[config.mk]
export PLATFORM = sky130hd
export DESIGN_NAME = pbl_xprod
export DESIGN_NICKNAME = d
export VERILOG_FILES = /design/src/rtl/core/pbl_pkg.sv /design/src/rtl/core/pbl_xprod.sv
export SDC_FILE = /design/constraint.sdc
export NUM_CORES = 2
export LEC_CHECK = 0
export BUFFER_PORTS_ARGS = -buffer_cell sky130_fd_sc_hd__buf_2
export CORE_UTILIZATION = 40
export DETAILED_ROUTE_END_ITERATION = 8
export GPL_ROUTABILITY_DRIVEN = 0
export SLEW_MARGIN = 20
export SYNTH_ARGS = -nofsm -noshare
export SYNTH_HDL_FRONTEND = slang
export SYNTH_SLANG_ARGS = --single-unit
[constraint.sdc]
create_clock -name i_clk -period 8.4 [get_ports i_clk]
set_input_delay 0.42 -clock i_clk [delete_from_list [all_inputs] [get_ports i_clk]]
set_output_delay 0.42 -clock i_clk [all_outputs]
set_load 0.005 [all_outputs]
[src/rtl/core/pbl_pkg.sv]
// shared constants, codes and types of the point bin locator
package pbl_pkg;

    localparam int OP_W      = 2;
    localparam int SLOT_W    = 12;
    localparam int CNT_W     = 20;
    localparam int PC_W      = 12;
    localparam int CFG_IDX_W = 2;

    localparam int DEF_MAX_BINS   = 4096;
    localparam int DEF_COORD_BITS = 24;

    localparam logic [CNT_W-1:0] CNT_MAX = '1;

    localparam logic [OP_W-1:0] OP_LOAD   = 2'd0;
    localparam logic [OP_W-1:0] OP_LOCATE = 2'd1;
    localparam logic [OP_W-1:0] OP_READ   = 2'd2;
    localparam logic [OP_W-1:0] OP_CLEAR  = 2'd3;

    localparam logic [CFG_IDX_W-1:0] REG_PART_COUNT = 2'd0;
    localparam logic [CFG_IDX_W-1:0] REG_TOP_Y      = 2'd1;
    localparam logic [CFG_IDX_W-1:0] REG_BOTTOM_Y   = 2'd2;

    localparam int OUT_W = ((SLOT_W + CNT_W + 7) / 8) * 8;

    typedef struct packed {
        logic mul_first;
        logic mul_second;
    } t_mac_ctl;

endpackage

[src/rtl/core/pbl_xprod.sv]
// shared multiplier and sign test for the cross product
module pbl_xprod
    import pbl_pkg::*;
#(
    parameter int OPW = DEF_COORD_BITS + 1
) (
    input  logic                  i_clk,
    input  t_mac_ctl              i_ctl,
    input  logic signed [OPW-1:0] i_a,
    input  logic signed [OPW-1:0] i_b,
    output logic                  o_pos
);

    logic signed [2*OPW-1:0] w_prod;
    logic signed [2*OPW-1:0] r_p1;
    logic signed [2*OPW-1:0] r_p2;
    logic signed [2*OPW:0]   w_diff;

    assign w_prod = i_a * i_b;

    always_ff @(posedge i_clk) begin
        if (i_ctl.mul_first) begin
            r_p1 <= w_prod;
        end
        if (i_ctl.mul_second) begin
            r_p2 <= w_prod;
        end
    end

    assign w_diff = {r_p1[2*OPW-1], r_p1} - {r_p2[2*OPW-1], r_p2};
    assign o_pos  = !w_diff[2*OPW] && (|w_diff);

endmodule

==> results.md <==
Clock tree:
- The clock transition time at the flip-flop clock pins of the worst setup and hold paths is 0.07 ns.
- The quantity of gates resized following cts is 0.
- The tree is rooted in a sky130_fd_sc_hd__clkbuf_16.
- After clock tree synthesis, the setup repair step added 0 buffers.
- The deepest level of the CTS H-tree is 3.
- The maximum root-to-sink buffer count is 2.
- The CTS buffer count is 9.
- The tree built by TritonCTS fans out to 100 sinks.
- The number of hold buffers added after CTS is 0.
- TritonCTS built the clock tree.

STA:
- The hold violation total from the final report is 0.
- The max-slew violation count is 0.
- Headroom to the max-slew limit came out at 46.8%.
- The count of final setup violators is 0.
- Setup repair after global routing left no endpoint under its margin.
- The transition at the pin with the smallest max-transition slack is roughly 0.8 ns.
- Counting I/O delays and the setup requirement, the final critical path takes 7.57 ns.
- The worst hold margin is about 0.71 ns.
- Derived from the worst setup path, the maximum achievable clock frequency is 132 MHz.
- The sum of negative setup slack is 0 ns.
- Of the available clock period, the critical path in the final layout requires around 90%.

GRT:
- The via count of the first global-routing pass is 22.0k.
- Global routing finished with a remaining overflow of 0.
- The number of antenna violations at the first check in global routing is 2.
- The first global-routing pass estimated between 100,000 and 150,000 um of wire.
- In the global route stage, overall resource usage came out at around a fifth.
- The maximum number of pins on one net before global-route repair is 51.

Drt:
- For this run, design rule violations remaining after detail routing come to 0.
- For this run, the detailed router's first-pass iteration total came to 6.
- The via density per instance is 5.13.
- The number of routed nets with antenna violations is 0.
- The total number of vias is 20.7k.
- After the first detailed-routing iteration, the DRC count stood at ~1.4k.
- The mean routed wirelength per cell is 18.9 um.
- Summed over all layers, the routed wires come to between 70,000 and 80,000 um.

Yosys:
- The post-synthesis instance area is 0.0293 mm2.
- The number of synthesized flops with an enable pin is 100.
- The sequential share of the synthesized area is 10.3%.
- After synthesis, the cell types taking the most area are sky130_fd_sc_hd__fa_1 (45%), sky130_fd_sc_hd__edfxtp_1 (10%), sky130_fd_sc_hd__inv_1 (9.0%), sky130_fd_sc_hd__ha_1 (8.2%), sky130_fd_sc_hd__and2_1 (6.6%).
- The mean instance size in the synthesized netlist is 9.43 um2.
- sky130_fd_sc_hd__fa_1 takes more of the synthesized area than any other cell.
- Summed over its instances, the top area cell type makes up a little under half of the synthesized netlist area.
- The most instantiated library cell after synthesis is sky130_fd_sc_hd__inv_1.
- Yosys mapped the design onto 83 distinct sky130hd cell types.
- Counting instances in the post-synthesis netlist gives the leading cell types as sky130_fd_sc_hd__inv_1 (704), sky130_fd_sc_hd__fa_1 (659), sky130_fd_sc_hd__nand2_1 (364), sky130_fd_sc_hd__and2_1 (311), sky130_fd_sc_hd__ha_1 (191).
- Of all flip-flops after synthesis, the portion carrying an async set or reset was 0%.
- For this run, the number of Yosys warnings is 0.
- Counting flops and latches in the post-synthesis netlist gives 100.
- Synthesis produced a netlist with a net count of 4,008.
- In the synthesized netlist the dominant register cell turns out to be sky130_fd_sc_hd__edfxtp_1.
- Synthesis handed over a netlist of around 3.1k instances.

Worst hold path:
- The count of cells along the worst hold path is 2.
- The classification of the worst-slack hold path is in2reg.
- The beginning of the worst hold path is i_ctl[0].
- The destination of the worst hold path is r_p2[46].

Floorplan:
- Row generation in the floorplan step produced 98 rows.
- The die extent in y is 273 um.
- The die covers 0.0743 mm2.
- For this configuration, the core starts out at a cell density of about 41%.
- In this run the count of I/O pins placed on the die edge is 54.
- The width of the chip is 273 um.
- The area of the core is 0.0720 mm2.

Worst setup path:
- Along the worst path, the maximum fanout reaches 25.
- The buffering stage count on the worst path with inverters included is 5.
- STA classifies the critical path endpoint as a flip-flop.
- Data arrives at the worst endpoint at about 7.7 ns.
- The kind of cell with the highest combined delay along the critical path is adder cells.
- The category of the most critical setup path is in2reg.
- The worst setup path is launched from an input port.
- The stage delay of the slowest cell on the critical path is 0.55 ns.
- The most numerous cell type found on the critical path is sky130_fd_sc_hd__fa_1.
- The data required time of the critical path is 8.50 ns.
- The critical-path cell with the highest stage delay is sky130_fd_sc_hd__fa_1.

Layout:
- Once layout is done, the placed cells without fillers occupy a little over 0.03 mm2.
- In the final design database the tool counted roughly 4k nets.
- The synthesis-to-finish area growth is 5.42%.
- The total of fill cells in the finished design is between 7k and 8k.
- The proportion of layout cells with a drive suffix above 1 is under 10%.
- The final standard cell count with taps included and fillers excluded is 4,039.

Run:
- The total of max-cap violations is 0.

Placement:
- The count of buffers added on input and output ports is 53.
- The placed wire-length estimate after detailed placement is ~63,000 um.
- Once placement finished, the instance area stood at 0.0306 mm2.
- The instance count after placement with tap cells included is 4,022.

Status:
- The run finished with clean final reports.
final cells by class:
type,count,area (um2),area share [%]
multi-input combinational,2171,23100,74.9
sequential,100,3000,9.73
inverter,705,2650,8.57
tap,950,1190,3.85
timing repair buffer,96,588,1.90
clock buffer,9,225,0.729
clock inverter,7,81.3,0.263
antenna,1,2.50,0.00810
flip-flops by register name (all words and copies together) (netlist names):
register and flops:
r_p1 50, r_p2 50
placed cells by master, fill, tap and decap left out, types with 14 or more instances in the layout:
cell type                  count
sky130_fd_sc_hd__nand2b_1     17
sky130_fd_sc_hd__ha_1        191
sky130_fd_sc_hd__xnor2_1      52
sky130_fd_sc_hd__a21o_1       51
sky130_fd_sc_hd__buf_4        43
sky130_fd_sc_hd__a21oi_1      99
sky130_fd_sc_hd__xor2_1       28
sky130_fd_sc_hd__o21a_1       14
sky130_fd_sc_hd__nand3_1      21
sky130_fd_sc_hd__inv_1       704
sky130_fd_sc_hd__o21ai_0      59
sky130_fd_sc_hd__edfxtp_1    100
sky130_fd_sc_hd__nand4_1      19
sky130_fd_sc_hd__and2_1      311
sky130_fd_sc_hd__fa_1        659
sky130_fd_sc_hd__nor3_1       19
sky130_fd_sc_hd__nor2_1       80
sky130_fd_sc_hd__buf_2        53
sky130_fd_sc_hd__nand2_1     364
metrics by stage:
stage | worst slack (ns) | utilization (%)
6_report | 0.827 | 42.9
5_1_grt | 0.524 | 42.9
4_1_cts | 0.838 | 42.9
3_5_place_dp | 0.458 | 42.5
3_3_place_gp | 0.504 | 42.5
2_1_floorplan | 0.992 | -
worst max-delay path by stage:
stage	end	startpoint	depth (start not counted)	slack, ns
after floorplan	r_p1[47]	i_a[11]	26	0.99
after global placement	r_p1[47]	i_b[2]	25	0.50
after detailed placement	r_p1[47]	i_b[2]	25	0.46
after CTS	r_p2[47]	i_b[2]	25	0.84
after global routing	r_p2[48]	i_b[10]	27	0.52
final	r_p2[47]	i_b[2]	25	0.83
per-layer routing:
metal,track usage [%],part of all wire [%],vias up
met3,3.10,7.1,62
met4,4.35,1.7,0
met2,33.3,44,693
met5,0,0,-
li1,-,-,9428
met1,31.6,47,10500
cells by family after synthesis:
kind of cell	count (synthesis)	synth area share, %
compound gates	352	8.19
buf+inv	834	10.7
xor+xnor	80	2.39
fa+ha+maj	850	53.2
mux	3	0.103
simple gates	886	15.1
flops	100	10.3
Power is left out: the tool's default activity adds up to more than one toggle a clock period on the data nets, which glitch-free logic cannot reach.
